[src/design/l32dec_pkg.sv]
// Types, decode tables and the class search for the LA32R instruction decoder.
package l32dec_pkg;

	localparam int NUM_GROUPS  = 23;
	localparam int NUM_CLASSES = 68;

	localparam logic [6:0] CLS_INVALID = 7'd68;

	// operand formats
	localparam logic [4:0] FMT_NONE   = 5'd0;
	localparam logic [4:0] FMT_R3     = 5'd1;
	localparam logic [4:0] FMT_I12S   = 5'd2;
	localparam logic [4:0] FMT_I12U   = 5'd3;
	localparam logic [4:0] FMT_I14S   = 5'd4;
	localparam logic [4:0] FMT_CSR    = 5'd5;
	localparam logic [4:0] FMT_BR     = 5'd6;
	localparam logic [4:0] FMT_B      = 5'd7;
	localparam logic [4:0] FMT_BL     = 5'd8;
	localparam logic [4:0] FMT_JIRL   = 5'd9;
	localparam logic [4:0] FMT_I5     = 5'd10;
	localparam logic [4:0] FMT_PCADD  = 5'd11;
	localparam logic [4:0] FMT_LU12I  = 5'd12;
	localparam logic [4:0] FMT_R2     = 5'd13;
	localparam logic [4:0] FMT_CODE   = 5'd14;
	localparam logic [4:0] FMT_INVTLB = 5'd15;
	localparam logic [4:0] FMT_CACOP  = 5'd16;

	typedef struct packed {
		logic [31:0] instr_word;
		logic [31:0] fetch_pc;
	} item_t;

	typedef struct packed {
		logic               fetch_misaligned;
		logic [6:0]         instr_class;
		logic [4:0]         dest_reg;
		logic               dest_write;
		logic [4:0]         src1_reg;
		logic [4:0]         src2_reg;
		logic signed [31:0] immediate;
		logic [31:0]        target_addr;
		logic [31:0]        link_addr;
	} result_t;

	localparam logic [31:0] GRP_MASK [NUM_GROUPS] = '{
		32'hFFF00000, 32'hF0000000, 32'hC0000000, 32'hFE000000,
		32'hFFC00000, 32'hFE000000, 32'hFE000000, 32'hFFF80000,
		32'hFF000000, 32'hFFFFC000, 32'hFFFF8000, 32'hFFFF8000,
		32'hFFFF8000, 32'hFFFFFFFF, 32'hFFFFFFFF, 32'hFFFFFFFF,
		32'hFFFFFFFF, 32'hFFFFFFFF, 32'hFFFF8000, 32'hFFFF8000,
		32'hFFFF8000, 32'hFFC00000, 32'hFFFFFFFF
	};

	localparam logic [31:0] GRP_MATCH [NUM_GROUPS] = '{
		32'h00100000, 32'h20000000, 32'h40000000, 32'h02000000,
		32'h00400000, 32'h1C000000, 32'h14000000, 32'h00200000,
		32'h04000000, 32'h00004000, 32'h002B0000, 32'h002A0000,
		32'h06488000, 32'h06483800, 32'h06482800, 32'h06482C00,
		32'h06483000, 32'h06483400, 32'h06498000, 32'h38720000,
		32'h38728000, 32'h06000000, 32'h80000000
	};

	localparam logic [6:0] GRP_FIRST [NUM_GROUPS] = '{
		7'd0, 7'd14, 7'd25, 7'd34, 7'd40, 7'd43, 7'd44, 7'd45,
		7'd49, 7'd52, 7'd55, 7'd56, 7'd57, 7'd58, 7'd59, 7'd60,
		7'd61, 7'd62, 7'd63, 7'd64, 7'd65, 7'd66, 7'd67
	};

	localparam logic [6:0] GRP_COUNT [NUM_GROUPS] = '{
		7'd14, 7'd11, 7'd9, 7'd6, 7'd3, 7'd1, 7'd1, 7'd4,
		7'd3, 7'd3, 7'd1, 7'd1, 7'd1, 7'd1, 7'd1, 7'd1,
		7'd1, 7'd1, 7'd1, 7'd1, 7'd1, 7'd1, 7'd1
	};

	localparam logic [31:0] CLS_MASK [NUM_CLASSES] = '{
		32'h000F8000, 32'h000F8000, 32'h000F8000, 32'h000F8000,
		32'h000F8000, 32'h000F8000, 32'h000F8000, 32'h000F8000,
		32'h000F8000, 32'h000F8000, 32'h000F8000, 32'h000F8000,
		32'h000F8000, 32'h000F8000,
		32'h0FC00000, 32'h0FC00000, 32'h0FC00000, 32'h0FC00000,
		32'h0FC00000, 32'h0FC00000, 32'h0FC00000, 32'h0FC00000,
		32'h0FC00000, 32'h0F000000, 32'h0F000000,
		32'h3C000000, 32'h3C000000, 32'h3C000000, 32'h3C000000,
		32'h3C000000, 32'h3C000000, 32'h3C000000, 32'h3C000000,
		32'h3C000000,
		32'h01C00000, 32'h01C00000, 32'h01C00000, 32'h01C00000,
		32'h01C00000, 32'h01C00000,
		32'h003F8000, 32'h003F8000, 32'h003F8000,
		32'h00000000, 32'h00000000,
		32'h00078000, 32'h00078000, 32'h00078000, 32'h00078000,
		32'h000003E0, 32'h000003E0, 32'h00000000,
		32'h00003FE0, 32'h00003FE0, 32'h00003C1F,
		32'h00000000, 32'h00000000, 32'h00000000,
		32'h00000000, 32'h00000000, 32'h00000000, 32'h00000000,
		32'h00000000, 32'h00000000, 32'h00000000, 32'h00000000,
		32'h00000000, 32'h00000000
	};

	localparam logic [31:0] CLS_MATCH [NUM_CLASSES] = '{
		32'h00000000, 32'h00010000, 32'h00048000, 32'h00050000,
		32'h00058000, 32'h00040000, 32'h00020000, 32'h00028000,
		32'h00070000, 32'h00078000, 32'h00080000, 32'h000C0000,
		32'h000C8000, 32'h000D0000,
		32'h08800000, 32'h09800000, 32'h08400000, 32'h0A400000,
		32'h09400000, 32'h08000000, 32'h0A000000, 32'h09000000,
		32'h0AC00000, 32'h00000000, 32'h01000000,
		32'h10000000, 32'h2C000000, 32'h1C000000, 32'h24000000,
		32'h20000000, 32'h18000000, 32'h28000000, 32'h14000000,
		32'h0C000000,
		32'h00800000, 32'h00000000, 32'h01400000, 32'h01800000,
		32'h01C00000, 32'h00400000,
		32'h00008000, 32'h00048000, 32'h00088000,
		32'h00000000, 32'h00000000,
		32'h00000000, 32'h00010000, 32'h00008000, 32'h00018000,
		32'h00000000, 32'h00000020, 32'h00000000,
		32'h00002000, 32'h00002400, 32'h00002000,
		32'h00000000, 32'h00000000, 32'h00000000,
		32'h00000000, 32'h00000000, 32'h00000000, 32'h00000000,
		32'h00000000, 32'h00000000, 32'h00000000, 32'h00000000,
		32'h00000000, 32'h00000000
	};

	localparam logic [4:0] CLS_FMT [NUM_CLASSES] = '{
		FMT_R3, FMT_R3, FMT_R3, FMT_R3, FMT_R3, FMT_R3, FMT_R3, FMT_R3,
		FMT_R3, FMT_R3, FMT_R3, FMT_R3, FMT_R3, FMT_R3,
		FMT_I12S, FMT_I12S, FMT_I12S, FMT_I12S, FMT_I12S, FMT_I12S,
		FMT_I12S, FMT_I12S, FMT_I12S, FMT_I14S, FMT_I14S,
		FMT_B, FMT_BR, FMT_BR, FMT_BR, FMT_BR, FMT_BR, FMT_BR, FMT_BL,
		FMT_JIRL,
		FMT_I12S, FMT_I12S, FMT_I12U, FMT_I12U, FMT_I12U, FMT_I12S,
		FMT_I5, FMT_I5, FMT_I5,
		FMT_PCADD, FMT_LU12I,
		FMT_R3, FMT_R3, FMT_R3, FMT_R3,
		FMT_CSR, FMT_CSR, FMT_CSR,
		FMT_R2, FMT_R2, FMT_R2,
		FMT_CODE, FMT_CODE, FMT_CODE,
		FMT_NONE, FMT_NONE, FMT_NONE, FMT_NONE, FMT_NONE,
		FMT_INVTLB, FMT_NONE, FMT_NONE, FMT_CACOP, FMT_NONE
	};

	// First matching group wins; a miss inside that group is invalid.
	function automatic logic [6:0] find_class(input logic [31:0] w);
		logic       grp_hit;
		logic [4:0] gsel;
		logic       cls_hit;
		logic [6:0] cls;
		logic [7:0] lo;
		logic [7:0] hi;
		grp_hit = 1'b0;
		gsel    = '0;
		cls_hit = 1'b0;
		cls     = CLS_INVALID;
		for (int g = 0; g < NUM_GROUPS; g++) begin
			if (!grp_hit && ((w & GRP_MASK[g]) == GRP_MATCH[g])) begin
				grp_hit = 1'b1;
				gsel    = 5'(g);
			end
		end
		lo = {1'b0, GRP_FIRST[gsel]};
		hi = {1'b0, GRP_FIRST[gsel]} + {1'b0, GRP_COUNT[gsel]};
		for (int c = 0; c < NUM_CLASSES; c++) begin
			if (grp_hit && !cls_hit && (8'(c) >= lo) && (8'(c) < hi) &&
			    ((w & CLS_MASK[c]) == CLS_MATCH[c])) begin
				cls_hit = 1'b1;
				cls     = 7'(c);
			end
		end
		return cls;
	endfunction

endpackage

[src/design/la32r_instruction_decoder_top.sv]
// LA32R instruction decoder: input register, table match and field decode, result register.
// A transfer that is accepted passes the input register, then the result register,
// and comes out of the result register with done high.
// Throughput: one instruction per cycle; busy stays low, so start may be held every cycle.
// The receiver cannot stall: done is high for exactly one cycle per result.
// Reset (arst_n low, asynchronous) clears both valid flags; payload registers are not reset.
module la32r_instruction_decoder_top (
	input  logic                clk,
	input  logic                arst_n,
	input  logic                start,
	output logic                busy,
	input  l32dec_pkg::item_t   item,
	output logic                done,
	output l32dec_pkg::result_t result
);
	import l32dec_pkg::*;

	item_t   item_s1;
	logic    vld_s1;
	result_t result_s2;
	logic    done_s2;
	result_t dec;

	logic [31:0] w;
	logic [31:0] pc;
	logic [4:0]  rd;
	logic [4:0]  rj;
	logic [4:0]  rk;
	logic [6:0]  cls;
	logic [4:0]  fmt;
	logic        dreg;
	logic        use_tgt;
	logic [31:0] imm;

	assign busy = 1'b0;

	always_ff @(posedge clk or negedge arst_n) begin
		if (!arst_n) begin
			vld_s1 <= 1'b0;
		end else begin
			vld_s1 <= start && !busy;
		end
	end

	always_ff @(posedge clk) begin
		if (start && !busy) begin
			item_s1 <= item;
		end
	end

	always_comb begin
		w   = item_s1.instr_word;
		pc  = item_s1.fetch_pc;
		rd  = w[4:0];
		rj  = w[9:5];
		rk  = w[14:10];
		cls = find_class(w);
		fmt = (cls == CLS_INVALID) ? FMT_NONE : CLS_FMT[cls[6:0]];

		dec             = '0;
		dreg            = 1'b0;
		use_tgt         = 1'b0;
		imm             = '0;
		dec.instr_class = cls;
		case (fmt)
			FMT_R3: begin
				dreg = 1'b1; dec.dest_reg = rd; dec.src1_reg = rj; dec.src2_reg = rk;
			end
			FMT_I12S: begin
				dreg = 1'b1; dec.dest_reg = rd; dec.src1_reg = rj;
				imm = {{20{w[21]}}, w[21:10]};
			end
			FMT_I12U: begin
				dreg = 1'b1; dec.dest_reg = rd; dec.src1_reg = rj;
				imm = {20'b0, w[21:10]};
			end
			FMT_I14S: begin
				dreg = 1'b1; dec.dest_reg = rd; dec.src2_reg = rj;
				imm = {{18{w[23]}}, w[23:10]};
			end
			FMT_CSR: begin
				dreg = 1'b1; dec.dest_reg = rd; dec.src2_reg = rj;
				imm = {18'b0, w[23:10]};
			end
			FMT_BR: begin
				dec.src1_reg = rj; dec.src2_reg = rd; use_tgt = 1'b1;
				imm = {{14{w[25]}}, w[25:10], 2'b00};
			end
			FMT_BL: begin
				dreg = 1'b1; dec.dest_reg = 5'd1; use_tgt = 1'b1;
				imm = {{4{w[9]}}, w[9:0], w[25:10], 2'b00};
			end
			FMT_B: begin
				use_tgt = 1'b1;
				imm = {{4{w[9]}}, w[9:0], w[25:10], 2'b00};
			end
			FMT_JIRL: begin
				dreg = 1'b1; dec.dest_reg = rd; dec.src1_reg = rj;
				imm = {{14{w[25]}}, w[25:10], 2'b00};
			end
			FMT_I5: begin
				dreg = 1'b1; dec.dest_reg = rd; dec.src1_reg = rj;
				imm = {27'b0, rk};
			end
			FMT_PCADD: begin
				dreg = 1'b1; dec.dest_reg = rd; use_tgt = 1'b1;
				imm = {w[24:5], 12'b0};
			end
			FMT_LU12I: begin
				dreg = 1'b1; dec.dest_reg = rd;
				imm = {w[24:5], 12'b0};
			end
			FMT_R2: begin
				dreg = 1'b1; dec.dest_reg = rd; dec.src1_reg = rj;
			end
			FMT_CODE: begin
				imm = {17'b0, w[14:0]};
			end
			FMT_INVTLB: begin
				dec.src1_reg = rk; dec.src2_reg = rj;
				imm = {27'b0, rd};
			end
			FMT_CACOP: begin
				dreg = 1'b1; dec.dest_reg = rj;
				imm = {{20{w[21]}}, w[21:10]};
			end
			default: begin
				dreg = 1'b0;
			end
		endcase
		dec.immediate   = imm;
		dec.dest_write  = dreg && (dec.dest_reg != 5'd0);
		dec.target_addr = use_tgt ? (pc + imm) : 32'd0;
		dec.link_addr   = (cls == CLS_INVALID) ? 32'd0 : (pc + 32'd4);

		// drop the decode on a misaligned fetch
		if (pc[1:0] != 2'b00) begin
			dec                  = '0;
			dec.fetch_misaligned = 1'b1;
			dec.instr_class      = CLS_INVALID;
		end
	end

	always_ff @(posedge clk or negedge arst_n) begin
		if (!arst_n) begin
			done_s2 <= 1'b0;
		end else begin
			done_s2 <= vld_s1;
		end
	end

	always_ff @(posedge clk) begin
		if (vld_s1) begin
			result_s2 <= dec;
		end
	end

	assign done   = done_s2;
	assign result = result_s2;

`ifndef NO_ASSERTIONS
	a_accept_to_done: assert property (@(posedge clk) disable iff (!arst_n)
		(start && !busy) |=> ##1 done)
		else $error("accepted transfer did not produce a result");

	a_misaligned_invalid: assert property (@(posedge clk) disable iff (!arst_n)
		(done && result.fetch_misaligned) |->
		(result.instr_class == CLS_INVALID && result.link_addr == 32'd0))
		else $error("misaligned fetch decoded as a valid class");

	a_invalid_clean: assert property (@(posedge clk) disable iff (!arst_n)
		(done && result.instr_class == CLS_INVALID) |->
		(!result.dest_write && result.immediate == 32'sd0 && result.target_addr == 32'd0))
		else $error("invalid instruction carries decoded fields");

	a_no_r0_write: assert property (@(posedge clk) disable iff (!arst_n)
		(done && result.dest_write) |-> (result.dest_reg != 5'd0))
		else $error("write enable set for r0");
`endif

endmodule

[config.mk]
export PLATFORM = sky130hd
export DESIGN_NAME = la32r_instruction_decoder_top
export DESIGN_NICKNAME = d
export VERILOG_FILES = /design/src/design/l32dec_pkg.sv /design/src/design/la32r_instruction_decoder_top.sv
export SDC_FILE = /design/constraint.sdc
export NUM_CORES = 1
export LEC_CHECK = 0
export ABC_AREA = 1
export CAP_MARGIN = 20
export CORE_MARGIN = 5
export CORE_UTILIZATION = 50
export DETAILED_ROUTE_END_ITERATION = 12
export DONT_BUFFER_PORTS = 1
export HOLD_SLACK_MARGIN = 0.02
export MAX_ROUTING_LAYER = met4
export PLACE_DENSITY = 0.72
export SYNTH_ARGS = -nofsm -noshare
export SYNTH_HDL_FRONTEND = slang
export SYNTH_SLANG_ARGS = --single-unit
[constraint.sdc]
create_clock -name clk -period 38.4 [get_ports clk]
set_clock_uncertainty 0.2 [all_clocks]
set_input_delay 3.84 -clock clk [delete_from_list [all_inputs] [get_ports clk]]
set_output_delay 3.84 -clock clk [all_outputs]
set_load 0.05 [all_outputs]
==> flow_metrics.py <==
metrics = {
    "status": {
        "status": "completed",
    },
    "power": {
        "power_switching_mw": 0.458,
        "ir_drop_mv": 0.0305,
        "combPwrFrac_pct": 45.3,
        "p_per_area_nw_per_um2": 63.8,
        "leakagePower_nw": 6.29,
        "internal-power_mw": 0.475,
        "pwr-share-clk_pct": 18.7,
        "p_seq_share_pct": 35.9,
        "sw_frac_of_total_pct": 49.1,
        "totalPowerFinal_mw": 0.933,
    },
    "final_layout": {
        "drive_above_1_share_pct": 10.2,
        "stdcell_area_um2": 14600,
        "syn_to_final_growth_pct": 6.56,
        "stdcell_count": 2133,
        "nNetsFinal": 1887,
        "utilization_pct": 54.2,
    },
    "critical_path": {
        "critPathKind": "flop to flop",
        "cp_slowest_cell": "edfxtp_1",
        "worst-endpoint-arrival_ps": 17150,
        "crit_path_start_kind": "flop",
        "max_stage_delay_ps": 800,
        "r2r_cells": 105,
        "end_kind": "flop",
        "startpoint": "w[22]$_DFFE_PP_",
        "crit_family": "simple AND/OR/NAND/NOR gates",
        "crit_path_frequent_cell": "inv_1",
        "rrSetupSlack_ps": 21250,
        "path_max_fanout": 16,
        "r2r_end": "result[63]$_SDFFCE_PP0P_",
        "crit_cells": 105,
        "crit_required_ps": 38400,
        "r2r_start": "w[22]$_DFFE_PP_",
        "crit_buf_inv": 19,
    },
    "synthesis": {
        "yosys.area.top_type": "edfxtp_1",
        "post_synth.cell_area_avg_um2": 7.71,
        "synthTopCellsByCount": "nor2_1 (287), nand2_1 (274), inv_1 (259)",
        "synthFlopType": "edfxtp_1",
        "synth_area_um2": 13700,
        "synth_edf_count": 184,
        "synth_area_leaders": "edfxtp_1 (40%), nor2_1 (7.8%), nand2_1 (7.5%)",
        "syn_inst": 1782,
        "synthArstFlopShare_pct": 1.08,
        "synth_seq_cells": 186,
        "seq_area_frac_synth_pct": 40.6,
        "synth_cell_types": 64,
        "synth_top_cell_area_share_pct": 40.2,
        "synth_most_common_cell": "nor2_1",
        "yosysWarnings": 0,
    },
    "sta": {
        "rsz0062_at_grt": "no",
        "hold_slack_ps": 496,
        "hold_viol_final": 0,
        "setup_viol": 0,
        "period_share_pct": 44.7,
        "tns_ps": 0,
        "fmax_mhz": 58.3,
        "drv_slew": 0,
        "fin_ws_ps": 21250,
        "slew_headroom_pct": 35.7,
        "worst_pin_slew_ps": 965,
        "period_needed_ps": 17150,
    },
    "route": {
        "wl_mm": 50.1,
        "vias": 13100,
        "viasPerCell": 6.15,
        "postRouteAntennaNets": 0,
        "first_iter_violations": 1524,
        "wl_per_cell_um": 23.5,
        "drc": 0,
        "firstDrtPassIters": 7,
    },
    "global_route": {
        "grt_max_degree": 66,
        "antenna_found_initial": 1,
        "grt_pass1_vias": 12600,
        "grt_overflow": 0,
        "grt_usage_pct": 32.9,
        "grt_pass1_wl_mm": 75.2,
    },
    "die": {
        "die_x_um": 176,
        "coreArea_um2": 27000,
        "dieArea_um2": 30900,
        "ioPinCount": 189,
        "initial_core_util_pct": 50.8,
        "rows": 60,
        "die_h_um": 176,
    },
    "clocking": {
        "cts_tree": "yes",
        "clockRootBuffer": "clkbuf_16",
        "cts_num_sinks": 186,
        "clock_latency_ps": 460,
        "htreeDepth": 4,
        "path_clk_slew_ps": 80,
        "postCtsSetupBuffers": 0,
        "cts-resized-gates": 0,
        "cts_buffers": 17,
        "clk_path_buf_depth": 2,
        "holdBufCountCts": 0,
    },
    "place": {
        "pre_cts_slack_ps": 21700,
        "place_inst": 2100,
        "dpl_cell_area_um2": 14000,
        "finalWeightedCongestion": 1.13,
        "dp_hpwl_mm": 40.5,
        "portBuffers": 0,
    },
    "job": {
        "drv_cap": 0,
    },
    "worst_hold_path": {
        "hold_depth": 1,
        "hold_path.class": "flop to flop",
        "worstHoldStart": "pc[2]$_DFFE_PP_",
        "min_to": "result[2]$_SDFFCE_PP0P_",
    },
}
-- state kept, by name, indices dropped and copies added, names as in the netlist --
register / flops
done: 1
pc: 32
result: 120
vld_s1: 1
w: 32
-- power by group through the flow --
stage / Combinational, mW / Sequential [mW] / Clock (mW)
global route: 0.471 / 0.337 / 0.186
CTS: 0.415 / 0.335 / 0.176
global placement: 0.410 / 0.339 / 0
floorplan: 0.321 / 0.328 / 0
detailed placement: 0.412 / 0.339 / 0
finish: 0.423 / 0.335 / 0.175
-- how the worst max path moves through the flow --
stage / slack (ps) / to
after global routing: 19390 / result[63]$_SDFFCE_PP0P_
after detailed placement: 21700 / result[63]$_SDFFCE_PP0P_
after floorplan: 25180 / result[63]$_SDFFCE_PP0P_
final: 21250 / result[63]$_SDFFCE_PP0P_
after global placement: 21740 / result[63]$_SDFFCE_PP0P_
after CTS: 21570 / result[63]$_SDFFCE_PP0P_
-- layout by cell type, fill, tap and decap left out, types with 20 or more instances in the layout --
cell type and n:
o21ai_0 33, a21oi_1 115, nand3_1 110, nor2_1 287, nor2_2 28, inv_2 35, nor4_1 37, nand2_1 274
ha_1 40, nand4_1 56, nor3_1 67, inv_1 259, edfxtp_1 184, nand2_2 20
-- cell type report --
cell class                 instances  area, um2
clock buffer                      17        425
fill                            2531      12400
timing repair buffer              11       78.8
multi-input combinational       1263       6830
tap                              341        427
clock inverter                    15        169
inverter                         299       1130
antenna                            1       2.50
sequential                       186       5580
-- routing by layer --
layer | global-route usage, % | wire [um] | share of wire [%]
met1 | 39.4 | 19400 | 39
met2 | 53.9 | 23700 | 47
met4 | 16.7 | 2940 | 5.9
met5 | - | 0 | 0
met3 | 5.38 | 4040 | 8.1
-- logic make-up after synthesis --
logic type | after synthesis | synth area share [%]
xor gates and xnor gates | 27 | 1.72
buffers and inverters | 335 | 9.85
DFF | 186 | 40.6
and+or+nand+nor | 943 | 32.7
other | 1 | 0.0273
AOI/OAI and AO/OA | 248 | 11.2
adders and majority gates | 42 | 3.93
Note: power is estimated with default switching activity, not from simulation.
